## src/mfpf_pkg.sv

```systemverilog
// Shared constants, state codes and arithmetic helpers of the fan poll framer.
package mfpf_pkg;

    localparam int SLOT_COUNT = 6;
    localparam int FRAME_LEN  = 8;
    localparam int HDR_LEN    = 6;

    localparam logic [2:0]  SLOT_LAST       = 3'(SLOT_COUNT - 1);
    localparam logic [2:0]  FRAME_LAST      = 3'(FRAME_LEN - 1);
    localparam logic [2:0]  HDR_LAST        = 3'(HDR_LEN - 1);
    localparam logic [6:0]  FAN_COUNT_RESET = 7'd3;
    localparam logic [15:0] SPEED_LIMIT     = 16'd60;
    localparam logic [15:0] REG_BASE        = 16'hD000;
    localparam logic [15:0] CRC_POLY        = 16'hA001;
    localparam logic [15:0] CRC_INIT        = 16'hFFFF;
    localparam logic [15:0] READ_DATA       = 16'h0101;
    localparam logic [7:0]  ADDR_BROADCAST  = 8'h00;
    localparam logic [7:0]  FUNC_WRITE      = 8'h06;
    localparam logic [7:0]  FUNC_READ       = 8'h04;

    // speed * 65536 / 100 is speed * 655 plus speed * 36 / 100; the latter
    // uses the reciprocal 5243 / 2^19, exact for the clamped range.
    localparam logic [15:0] SCALE_INT   = 16'd655;
    localparam logic [24:0] SCALE_FRAC  = 25'd188748;
    localparam int          SCALE_SHIFT = 19;

    typedef enum logic [4:0] {
        ST_IDLE   = 5'b00001,
        ST_MODULO = 5'b00010,
        ST_BUILD  = 5'b00100,
        ST_CRC    = 5'b01000,
        ST_SEND   = 5'b10000
    } state_t;

    function automatic logic [7:0] read_offset(input logic [2:0] slot);
        logic [7:0] offset;
        unique case (slot)
            3'd1:    offset = 8'h10;
            3'd2:    offset = 8'h11;
            3'd3:    offset = 8'h16;
            3'd4:    offset = 8'h1A;
            3'd5:    offset = 8'h21;
            default: offset = 8'h01;
        endcase
        return offset;
    endfunction

    function automatic logic [15:0] crc_byte(input logic [15:0] crc_in, input logic [7:0] data);
        logic [15:0] crc;
        crc = crc_in ^ {8'h00, data};
        for (int i = 0; i < 8; i++)
        begin
            crc = crc[0] ? ((crc >> 1) ^ CRC_POLY) : (crc >> 1);
        end
        return crc;
    endfunction

endpackage

```

## src/modbus_fan_poll_framer.sv

```systemverilog
// Top level of the fan poll framer: sequencer, shared remainder and CRC units, byte output.
//
//  channel | direction | handshake          | payload
//  --------+-----------+--------------------+--------------------------
//  in      | input     | in_valid/in_stall  | demand_speed
//  out     | output    | out_valid/out_stall| frame_byte, last_byte
//  cfg     | input     | cfg_we             | cfg_wdata (fan_count)
//
// After acceptance a poll passes through the build state, the CRC state and the send state, and
// the next poll is accepted only once the last byte of the frame has left. A wrap of the command
// slot adds the modulo state before the build state, because the fan remainder runs one bit a cycle.
// The CRC unit folds one frame byte per cycle over the six header bytes.
// Reset clears the sequencer, the slot and fan counters, and sets the fan count to 3.
// A stalled output holds its byte; the input stays stalled until the eighth byte goes out.
module modbus_fan_poll_framer
    import mfpf_pkg::*;
(
    input  logic        clk,
    input  logic        rst_n,
    input  logic        cfg_we,
    input  logic [6:0]  cfg_wdata,
    input  logic        in_valid,
    output logic        in_stall,
    input  logic [15:0] demand_speed,
    output logic        out_valid,
    input  logic        out_stall,
    output logic [7:0]  frame_byte,
    output logic        last_byte
);

    state_t      state_reg, state_next;
    logic [2:0]  cnt_reg, cnt_next;
    logic [2:0]  slot_reg, slot_next;
    logic [6:0]  fan_index_reg, fan_index_next;
    logic [6:0]  fan_count_reg;
    logic [5:0]  speed_reg, speed_next;
    logic [7:0]  dvd_reg, dvd_next;
    logic [6:0]  rem_reg, rem_next;
    logic [47:0] hdr_reg, hdr_next;
    logic [15:0] crc_reg, crc_next;

    logic        in_accept;
    logic        out_accept;
    logic [7:0]  trial;
    logic [24:0] frac_prod;
    logic [15:0] write_data;
    logic [15:0] reg_addr;
    logic [7:0]  fan_addr;

    assign in_accept  = in_valid && !in_stall;
    assign out_accept = out_valid && !out_stall;
    assign in_stall   = (state_reg != ST_IDLE);
    assign out_valid  = (state_reg == ST_SEND);
    assign last_byte  = (state_reg == ST_SEND) && (cnt_reg == FRAME_LAST);

    always_comb
    begin
        if (cnt_reg == 3'(HDR_LEN))
        begin
            frame_byte = crc_reg[7:0];
        end
        else if (cnt_reg == FRAME_LAST)
        begin
            frame_byte = crc_reg[15:8];
        end
        else
        begin
            frame_byte = hdr_reg[47:40];
        end
    end

    assign trial      = {rem_reg, dvd_reg[7]};
    assign frac_prod  = 25'(speed_reg) * SCALE_FRAC;
    assign write_data = 16'(16'(speed_reg) * SCALE_INT) + 16'(frac_prod[24:SCALE_SHIFT]);
    assign reg_addr   = REG_BASE + 16'(read_offset(slot_reg));
    assign fan_addr   = 8'(fan_index_reg) + 8'd1;

    always_comb
    begin
        state_next     = state_reg;
        cnt_next       = cnt_reg;
        slot_next      = slot_reg;
        fan_index_next = fan_index_reg;
        speed_next     = speed_reg;
        dvd_next       = dvd_reg;
        rem_next       = rem_reg;
        hdr_next       = hdr_reg;
        crc_next       = crc_reg;
        unique case (state_reg)
            ST_IDLE:
            begin
                if (in_accept && (fan_count_reg != 7'd0))
                begin
                    speed_next = (demand_speed > SPEED_LIMIT) ? SPEED_LIMIT[5:0]
                                                              : demand_speed[5:0];
                    cnt_next   = 3'd0;
                    dvd_next   = 8'(fan_index_reg) + 8'd1;
                    rem_next   = 7'd0;
                    if (slot_reg == SLOT_LAST)
                    begin
                        slot_next  = 3'd0;
                        state_next = ST_MODULO;
                    end
                    else
                    begin
                        slot_next  = slot_reg + 3'd1;
                        state_next = ST_BUILD;
                    end
                end
            end
            ST_MODULO:
            begin
                dvd_next = {dvd_reg[6:0], 1'b0};
                if (trial >= {1'b0, fan_count_reg})
                begin
                    rem_next = 7'(trial - {1'b0, fan_count_reg});
                end
                else
                begin
                    rem_next = trial[6:0];
                end
                cnt_next = cnt_reg + 3'd1;
                if (cnt_reg == 3'd7)
                begin
                    fan_index_next = rem_next;
                    cnt_next       = 3'd0;
                    state_next     = ST_BUILD;
                end
            end
            ST_BUILD:
            begin
                if (slot_reg == 3'd0)
                begin
                    hdr_next = {ADDR_BROADCAST, FUNC_WRITE, reg_addr, write_data};
                end
                else
                begin
                    hdr_next = {fan_addr, FUNC_READ, reg_addr, READ_DATA};
                end
                crc_next   = CRC_INIT;
                cnt_next   = 3'd0;
                state_next = ST_CRC;
            end
            ST_CRC:
            begin
                crc_next = crc_byte(crc_reg, hdr_reg[47:40]);
                hdr_next = {hdr_reg[39:0], hdr_reg[47:40]};
                cnt_next = cnt_reg + 3'd1;
                if (cnt_reg == HDR_LAST)
                begin
                    cnt_next   = 3'd0;
                    state_next = ST_SEND;
                end
            end
            ST_SEND:
            begin
                if (out_accept)
                begin
                    hdr_next = {hdr_reg[39:0], hdr_reg[47:40]};
                    cnt_next = cnt_reg + 3'd1;
                    if (cnt_reg == FRAME_LAST)
                    begin
                        cnt_next   = 3'd0;
                        state_next = ST_IDLE;
                    end
                end
            end
            default:
            begin
                state_next = ST_IDLE;
            end
        endcase
    end

    always_ff @(posedge clk or negedge rst_n)
    begin
        if (!rst_n)
        begin
            state_reg     <= ST_IDLE;
            cnt_reg       <= 3'd0;
            slot_reg      <= 3'd0;
            fan_index_reg <= 7'd0;
            fan_count_reg <= FAN_COUNT_RESET;
        end
        else
        begin
            state_reg     <= state_next;
            cnt_reg       <= cnt_next;
            slot_reg      <= slot_next;
            fan_index_reg <= fan_index_next;
            if (cfg_we)
            begin
                fan_count_reg <= cfg_wdata;
            end
        end
    end

    always_ff @(posedge clk)
    begin
        speed_reg <= speed_next;
        dvd_reg   <= dvd_next;
        rem_reg   <= rem_next;
        hdr_reg   <= hdr_next;
        crc_reg   <= crc_next;
    end

endmodule

```

## config.mk

```make
export PLATFORM = sky130hd
export DESIGN_NAME = modbus_fan_poll_framer
export DESIGN_NICKNAME = d
export VERILOG_FILES = /design/src/mfpf_pkg.sv /design/src/modbus_fan_poll_framer.sv
export SDC_FILE = /design/constraint.sdc
export NUM_CORES = 1
export LEC_CHECK = 0
export ABC_CLOCK_PERIOD_IN_PS = 16100
export BUFFER_PORTS_ARGS = -buffer_cell sky130_fd_sc_hd__buf_2
export CORE_ASPECT_RATIO = 1.25
export CORE_UTILIZATION = 25
export CTS_CLUSTER_DIAMETER = 120
export DETAILED_ROUTE_END_ITERATION = 10
export PLACE_DENSITY = 0.47
export SLEW_MARGIN = 20
export SYNTH_ARGS = -nofsm -noshare
export SYNTH_HDL_FRONTEND = slang
export SYNTH_SLANG_ARGS = --single-unit
```

## constraint.sdc

```tcl
create_clock -name clk -period 16.1 [get_ports clk]
set_clock_uncertainty 0.2 [all_clocks]
set_input_delay 0.805 -clock clk [delete_from_list [all_inputs] [get_ports clk]]
set_output_delay 0.805 -clock clk [all_outputs]
set_load 0.02 [all_outputs]
```

==> impl_metrics.toml, run 1 <==
[grt]
grtUsageTotal = 0.1184
use_met3 = 0.01723
top_usage_layer = "met2"
grt_start_max_net_pins = 53
met2_usage = 0.2174
grt_overflow = 0
gr-usage-met1 = 0.1438
grt_pass1_wl_mm = 29.58
grt_pass1_vias = 5602
antenna_found_initial = 0

[clocking]
h-tree-depth = 3
postCtsSetupRepairBufs = 0
cts_resized = 0
cts_root_buffer = "clkbuf_16"
clk_latency_ns = 0.36
hold_buffers = 0
clock_path_buffers = 2
cts_tree = "built"
clk_pin_slew_ns = 0.08
cts.sinks = 110
cts_buffers = 9

[yosys]
ys_warn_count = 0
synth_top_area_cell = "edfxtp_1"
ys_ff_latch = 110
ys_types = 62
async_reset_ff_frac = 0.2273
synth_top_family_by_area = "adder cells"
synth_flop_cell = "edfxtp_1"
synth_cells = 765
synth-edff-count = 85
synth-adder-area-share = 0.1940
netlist_area_sq_um = 7766
yosysSeqAreaShare = 0.4097
synth_mux_area_frac = 0.02014
yosysMostFrequentCell = "ha_1"
yosys-top-cells-area = "edfxtp_1 (33%), ha_1 (16%), dfrtp_1 (7.1%), nand2_1 (4.3%), fa_1 (3.6%)"
synth_top_area_frac = 0.3287
synthSimpleGateAreaFrac = 0.1500
avgSynthCellArea_sq_um = 10.15
syn_nets = 905
synth_compound_area_frac = 0.1300
synth_common_cells = "ha_1 (98), nand2_1 (89), edfxtp_1 (85), inv_1 (55), o21ai_0 (55)"
synthXorXnorAreaFrac = 0.05671

[route]
wl_per_cell_microns = 14.72
drt-total-wl_mm = 17.66
first_iter_violations = 229
vias_per_cell = 4.568
drc_errors = 0
postRouteAntennaNets = 0
num_vias = 5481
first_pass_iters = 4

[setup_path]
timing.rr.end = "hdr_reg[15]$_DFFE_PP_"
r2r_slack_ns = 9.99
end_kind = "flop"
cp_max_fo = 8
r2r_cells = 23
reg2reg_from = "speed_reg[3]$_SDFFCE_PN1P_"
crit_start = "speed_reg[3]$_SDFFCE_PN1P_"
startpoint_type = "flop"
critPathKind = "flop to flop"
arrival_ns = 6.13
crit_required_ns = 16.12

[floorplan]
start_util = 0.2564
rows = 71
boundaryPins = 39
die_y_microns = 199.1
dieArea_sq_um = 31780
die_w_microns = 159.6
core_area_sq_um = 30290

[timing]
min_period_over_period = 0.3793
hold_ws_ns = 0.2537
fin_tns_setup_ns = 0
worstMarginPinSlew_ns = 0.9962
slew_headroom = 0.3334
rsz0062_at_grt = "no"
finalSetupViolations = 0
finalHoldViolCount = 0
drv_slew = 0
clock.fmax_mhz = 163.8
finalCriticalPeriod_ns = 6.107

[finish]
antenna_cells = 0
regArea_sq_um = 3182
multi_input_area_sq_um = 4298
largest_reg_flops = 48
area_growth_pct = 12.12
layout-drive-gt1-share = 0.09762
fillCellCount = 3204
fin_nets = 934

[pwr]
ir_drop_v = 0.00008412
p_leak_nw = 3.511
powerDensity_nw_per_um2 = 187.5

[job]
cap_violations = 0

[status]
status = "completed"

[placement]
io_buffers = 38
hpwl_mm = 13.72
gp_congestion = 0.8031

[hold_path]
hp-class = "primary input to asynchronous set/reset pin"
==> worst max-delay path by stage <==
stage / endpoint / slack (ns) / cells after the start
5_1_grt: hdr_reg[15]$_DFFE_PP_ / 9.58 / 23
4_1_cts: hdr_reg[15]$_DFFE_PP_ / 9.95 / 23
2_1_floorplan: hdr_reg[15]$_DFFE_PP_ / 10.51 / 23
3_3_place_gp: hdr_reg[15]$_DFFE_PP_ / 10.06 / 23
6_report: hdr_reg[15]$_DFFE_PP_ / 9.99 / 23
3_5_place_dp: hdr_reg[15]$_DFFE_PP_ / 9.97 / 23
==> critical path, cell delays in order, from the launching register on <==
cell,delay [ns]
edfxtp_1,0.56
fa_1,0.60
xor2_1,0.19
ha_1,0.28
inv_1,0.05
fa_1,0.52
inv_1,0.05
ha_1,0.34
inv_1,0.07
nor2_1,0.21
o21ai_0,0.12
a22oi_1,0.23
a21oi_1,0.12
xnor2_1,0.14
ha_1,0.29
ha_1,0.18
inv_1,0.06
fa_1,0.38
nor2b_1,0.20
o2111ai_1,0.16
a21oi_1,0.24
o22ai_1,0.19
or4_1,0.49
nand3_1,0.09
==> final cells by class <==
cell class	count	share of cell area
clock buffer	9	0.02587
clock inverter	7	0.007616
inverter	55	0.02371
multi-input combinational	575	0.4936
sequential	110	0.3654
tap	401	0.05762
timing repair buffer	43	0.02615
==> cells in the final DEF, fill, tap and decap left out, drive strengths merged, types with 12 or more instances in the layout <==
cell type   n
inv        59
nand2b     14
xor2       14
o21ai      55
nand2      89
nor2       46
ha         98
and2       20
xnor2      32
buf        43
edfxtp     85
a21o       12
a21oi      29
nand3      24
dfrtp      22
fa         14
==> report_power, final <==
| group | leakage, nW | internal (W) | total (W) | switching (W) |
|---|---|---|---|---|
| sequential | 1.06 | 0.000430 | 0.000483 | 0.0000535 |
| clock | 0.143 | 0.000109 | 0.000224 | 0.000115 |
| combinational | 2.30 | 0.000383 | 0.000925 | 0.000542 |
==> cells by family after synthesis <==
logic type,Yosys count
xor gates and xnor gates,47
adders and majority gates,112
and+or+nand+nor,242
AOI/OAI and AO/OA,159
buffers and inverters,80
muxes,15
DFF,110
==> per-layer routing <==
metal / routed length (microns) / up-vias / part of all wire
li1: - / 2793 / -
met1: 8055 / 2604 / 0.46
met2: 9041 / 67 / 0.51
met3: 338 / 17 / 0.019
met4: 225 / 0 / 0.013
met5: 0 / - / 0
==> through the flow <==
step           total power, W    util  std cells  setup WS, ns  cell area [sq um]
6_report             0.001633  0.2874       1200         9.993               8707
5_1_grt              0.001797  0.2874       1200         9.582               8707
4_1_cts              0.001663  0.2874       1200         9.950               8707
3_5_place_dp         0.001427  0.2778       1184         9.973               8416
3_3_place_gp         0.001430  0.2778       1184         10.06               8416
2_1_floorplan        0.001188       -        765         10.51               7766
(Power assumes the default switching activity.)
==> run 2, diff against run 1 <==
- ABC_CLOCK_PERIOD_IN_PS: 16100 -> 6000
- clock period: 16.1 -> 6 ns (I/O delays scaled with it)
==> run 2 against run 1 <==
Against the previous run: first-iteration DRC count is 19% higher; power rose to 2.8 times the previous value; clock-buffer cell count up 1; via count up 1.3%; non-clock buffer count is 16 higher; critical path type unchanged; largest cell class unchanged; largest power group unchanged; highest routed layer unchanged.
==> impl_metrics.toml, run 2 (same netlist as run 1, synthesis figures left out) <==
[status]
status = "completed"

[route]
drc_errors = 0
drt-total-wl_mm = 18.39
first_pass_iters = 4
vias_per_cell = 4.567
num_vias = 5554
wl_per_cell_microns = 15.12
first_iter_violations = 272
postRouteAntennaNets = 0

[pwr]
switchingPower_w = 0.001966
p_sw_frac = 0.4377
ir_drop_v = 0.0001608
p_comb_frac = 0.576
p_leak_nw = 3.599
powerDensity_nw_per_um2 = 505.5
p_seq_frac = 0.289
clockPowerShare = 0.135
p_int_w = 0.002525

[grt]
grt_start_max_net_pins = 53
antenna_found_initial = 0
grt_pass1_vias = 5704
grt_overflow = 0
grtUsageTotal = 0.1190
grt_pass1_wl_mm = 29.77

[timing]
drv_slew = 0
finalHoldViolCount = 0
worstMarginPinSlew_ns = 1.022
finalCriticalPeriod_ns = 5.766
finalSetupViolations = 0
clock.fmax_mhz = 173.4
fin_tns_setup_ns = 0
min_period_over_period = 0.9611
rsz0062_at_grt = "yes"
slew_headroom = 0.3159

[setup_path]
startpoint_type = "flop"
crit_start = "speed_reg[3]$_SDFFCE_PN1P_"
end_kind = "flop"
reg2reg_from = "speed_reg[3]$_SDFFCE_PN1P_"
cp_max_fo = 5
arrival_ns = 5.79
critPathKind = "flop to flop"
crit_required_ns = 6.02

[finish]
layout-drive-gt1-share = 0.1166
regArea_sq_um = 3182
largest_reg_flops = 48
fin_nets = 950
area_growth_pct = 14.42
stdcell_count = 1216
layout_commonest_cell = "ha_1"
fillCellCount = 3200
antenna_cells = 0
multi_input_area_sq_um = 4339
final_cell_mix = "ha_1 (97), nand2_1 (89), edfxtp_1 (85)"

[clocking]
clk_latency_ns = 0.36
cts_tree = "built"
cts_buffers = 9
clock_path_buffers = 2
cts.sinks = 110
clk_pin_slew_ns = 0.08
cts_root_buffer = "clkbuf_16"
h-tree-depth = 3

[job]
cap_violations = 0

[floorplan]
die_w_microns = 159.6
die_y_microns = 199.1
core_area_sq_um = 30290
dieArea_sq_um = 31780
boundaryPins = 39
start_util = 0.2564
rows = 71

[placement]
gp_congestion = 0.8270
io_buffers = 38
hpwl_mm = 14.18
dp_cells = 1191

[hold_path]
hp-class = "primary input to flop"
worstHoldStart = "demand_speed[3]"
run 2: repair_timing:
| action | 4_1_cts | 5_1_grt |
|---|---|---|
| hold buffers | 8 | 0 |
| setup buffers | 0 | 1 |
| resized for setup | 0 | 10 |
| hold endpoints to repair | 29 | 0 |
| endpoints found under the setup margin | 0 | 7 |
run 2: layer usage:
metal / track usage / up-vias / wire length, microns
li1: - / 2820 / -
met1: 0.1402 / 2642 / 8274
met2: 0.2208 / 75 / 9506
met3: 0.01411 / 17 / 261
met4: 0.04380 / 0 / 345
met5: 0 / - / 0
run 2: power groups by stage:
stage          Combinational, W  Sequential [W]  Clock, W
3_3_place_gp            0.00253         0.00132         0
3_5_place_dp            0.00253         0.00132         0
5_1_grt                 0.00293         0.00133  0.000652
4_1_cts                 0.00256         0.00130  0.000628
6_report                0.00259         0.00130  0.000606
2_1_floorplan           0.00193         0.00126         0
run 2: final timing paths:
| check | endpoint | slack (ns) | depth (start not counted) |
|---|---|---|---|
| min in group asynchronous | fan_count_reg[6]$_DFFE_PN0P_ | 0.30 | 2 |
| max reg2reg | hdr_reg[15]$_DFFE_PP_ | 0.23 | 23 |
| max | hdr_reg[15]$_DFFE_PP_ | 0.23 | 23 |
| max in group asynchronous | slot_reg[1]$_DFFE_PN0P_ | 4.87 | 2 |
| min | speed_reg[3]$_SDFFCE_PN1P_ | 0.02 | 2 |
| min reg2reg | hdr_reg[34]$_SDFFCE_PN1P_ | 0.31 | 1 |
run 2: critical path: stages (launching register included):
cell and delay (ns):
edfxtp_1 0.43, fa_2 0.65, xor2_1 0.10, ha_1 0.28
inv_1 0.05, fa_1 0.50, inv_1 0.04, ha_2 0.37
inv_1 0.10, nor2_4 0.17, o21ai_0 0.10, a22oi_1 0.21
a21oi_1 0.12, xnor2_1 0.14, ha_1 0.28, ha_1 0.19
inv_1 0.06, fa_1 0.38, nor2b_2 0.14, o2111ai_1 0.16
a21oi_2 0.23, o22ai_2 0.15, or4_1 0.49, nand3_1 0.09
run 2: cell type report:
class	count	share of cell area
Tap cell	401	0.05646
Inverter	55	0.02323
Clock inverter	6	0.006759
Sequential cell	110	0.3581
Multi-Input combinational cell	575	0.4883
Timing Repair Buffer	59	0.04140
Clock buffer	10	0.02577
run 2: through the flow:
step	hold slack, ns	util	power (W)	setup WS (ns)	cell area, sq um
after detailed placement	0.1639	0.2795	0.003852	0.09300	8468
after floorplan	-0.1956	-	0.003189	0.4117	7766
final	0.02383	0.2933	0.004491	0.2336	8886
after CTS	0.006090	0.2917	0.004496	0.06347	8837
after global placement	0.1628	0.2795	0.003849	0.2191	8468
after global routing	0.01536	0.2933	0.004909	-0.07507	8886
==> run 3, diff against run 2 <==
--- a/config.mk
+++ b/config.mk
@@ -6,5 +6,5 @@
 export NUM_CORES = 1
 export LEC_CHECK = 0
-export ABC_CLOCK_PERIOD_IN_PS = 6000
+export ABC_CLOCK_PERIOD_IN_PS = 6800
 export BUFFER_PORTS_ARGS = -buffer_cell sky130_fd_sc_hd__buf_2
 export CORE_ASPECT_RATIO = 1.25
==> constraint.sdc (replaced) <==
create_clock -name clk -period 6.8 [get_ports clk]
set_clock_uncertainty 0.2 [all_clocks]
set_input_delay 0 -clock clk [delete_from_list [all_inputs] [get_ports clk]]
set_output_delay 0 -clock clk [all_outputs]
set_load 0.02 [all_outputs]
==> run 3 against run 2 <==
Against the previous run: flip-flop and latch count is the same; setup slack gained 0.38 ns; final area increased by 2.2%; highest routed layer unchanged.
==> impl_metrics.toml, run 3 (same netlist as run 1, synthesis figures left out) <==
[status]
status = "completed"

[timing]
finalHoldViolCount = 0
clock.fmax_mhz = 161.6
finalCriticalPeriod_ns = 6.189
min_period_over_period = 0.9102
rsz0062_at_grt = "no"
finalSetupViolations = 0
slew_headroom = 0.3444
fin_tns_setup_ns = 0
worstMarginPinSlew_ns = 0.9798
drv_slew = 0

[setup_path]
end_kind = "flop"
startpoint_type = "flop"
arrival_ns = 6.20
cp_max_fo = 8
critPathKind = "flop to flop"
crit_required_ns = 6.82
r2r_slack_ns = 0.61

[route]
drt-total-wl_mm = 18.02
first_pass_iters = 4
postRouteAntennaNets = 0
wl_per_cell_microns = 14.58
vias_per_cell = 4.521
num_vias = 5588
drc_errors = 0
first_iter_violations = 186

[grt]
antenna_found_initial = 0
grt_pass1_wl_mm = 30.25
grt_overflow = 0
grtUsageTotal = 0.1205
grt_start_max_net_pins = 53
grt_pass1_vias = 5855

[clocking]
clock_path_buffers = 2
cts_root_buffer = "clkbuf_16"
cts_buffers = 9
cts.sinks = 110
h-tree-depth = 3
cts_tree = "built"
clk_latency_ns = 0.36
clk_pin_slew_ns = 0.07
cts_resized = 0

[floorplan]
boundaryPins = 39
die_w_microns = 159.6
start_util = 0.2564
rows = 71
core_area_sq_um = 30290
die_y_microns = 199.1
dieArea_sq_um = 31780

[finish]
fin_nets = 970
area_growth_pct = 16.93
layout_commonest_cell = "ha_1"
layout-drive-gt1-share = 0.09341
final_cell_area_sq_um = 9081
stdcell_count = 1236
antenna_cells = 0
largest_reg_flops = 48
final_cell_mix = "ha_1 (98), nand2_1 (89), edfxtp_1 (85)"

[pwr]
p_leak_nw = 3.651
powerDensity_nw_per_um2 = 431.8
ir_drop_v = 0.0001621

[placement]
post_dp_cell_area_sq_um = 8416
hpwl_mm = 13.77
dp_cells = 1184
io_buffers = 38
gp_congestion = 0.8032

[hold_path]
hp-class = "primary input to flop"

[job]
cap_violations = 0
[run 3: cell types whose count changed in the layout (fill, tap and decap cells not counted), sizes merged]
| cell | before | now |
|---|---|---|
| buf | 51 | 43 |
| bufinv | 0 | 1 |
| clkinv | 0 | 1 |
| dlygate4sd3 | 8 | 36 |
| inv | 61 | 59 |
[run 3: path summary, 6_finish.rpt]
check / from / cells after the start / to
min reg2reg: hdr_reg[26]$_SDFFCE_PN0P_ / 1 / hdr_reg[34]$_SDFFCE_PN1P_
min in group asynchronous: rst_n / 3 / fan_count_reg[2]$_DFFE_PN0P_
max: speed_reg[3]$_SDFFCE_PN1P_ / 23 / hdr_reg[15]$_DFFE_PP_
max reg2reg: speed_reg[3]$_SDFFCE_PN1P_ / 23 / hdr_reg[15]$_DFFE_PP_
min: demand_speed[6] / 5 / speed_reg[0]$_SDFFCE_PN0P_
max in group asynchronous: rst_n / 4 / fan_count_reg[6]$_DFFE_PN0P_
[run 3: per-stage QoR]
stage / power [W] / utilization / hold slack [ns] / worst slack [ns]
floorplan: 0.002814 / - / -0.4956 / 1.212
global placement: 0.003385 / 0.2778 / -0.1415 / 0.7556
detailed placement: 0.003386 / 0.2778 / -0.1405 / 0.6439
CTS: 0.003991 / 0.2998 / 0.05075 / 0.6063
global route: 0.004314 / 0.2998 / 0.1065 / 0.2564
finish: 0.003922 / 0.2998 / 0.05005 / 0.6108
[run 3: layout make-up]
cell class | count | area, sq um
fill | 3160 | 21210
multi-input combinational | 575 | 4298
sequential | 110 | 3182
timing repair buffer | 79 | 588.1
tap | 401 | 501.7
clock buffer | 10 | 229.0
inverter | 55 | 206.4
clock inverter | 6 | 76.32
[run 3: timing repair]
item | in CTS | in global routing
hold endpoints to repair | 41 | 0
buffers inserted | 0 | 0
hold buffers | 36 | 0
[run 3: layer usage]
layer | up-vias | routed length, microns | global-route usage
met5 | - | 0 | 0
met4 | 0 | 436 | 0.04701
met3 | 21 | 406 | 0.01453
met2 | 76 | 9042 | 0.2213
met1 | 2634 | 8129 | 0.1425
li1 | 2857 | - | -
[run 3: where the power goes]
| part | internal (W) | switching (W) |
|---|---|---|
| clock network | 0.000294 | 0.000261 |
| registers | 0.00102 | 0.000129 |
| logic | 0.000931 | 0.00129 |
| total | 0.00224 | 0.00168 |
[run 3: worst max-delay path, stage by stage, from the launching register on]
cell and delay [ns]:
edfxtp_1 0.56, fa_1 0.61, xor2_1 0.19, ha_1 0.28, inv_1 0.05, fa_1 0.53
inv_1 0.05, ha_1 0.34, inv_1 0.07, nor2_1 0.21, o21ai_0 0.12, a22oi_1 0.23
a21oi_1 0.14, xnor2_1 0.14, ha_1 0.28, ha_1 0.19, inv_1 0.06, fa_1 0.38
nor2b_1 0.21, o2111ai_1 0.16, a21oi_1 0.26, o22ai_1 0.21, or4_1 0.49, nand3_1 0.09
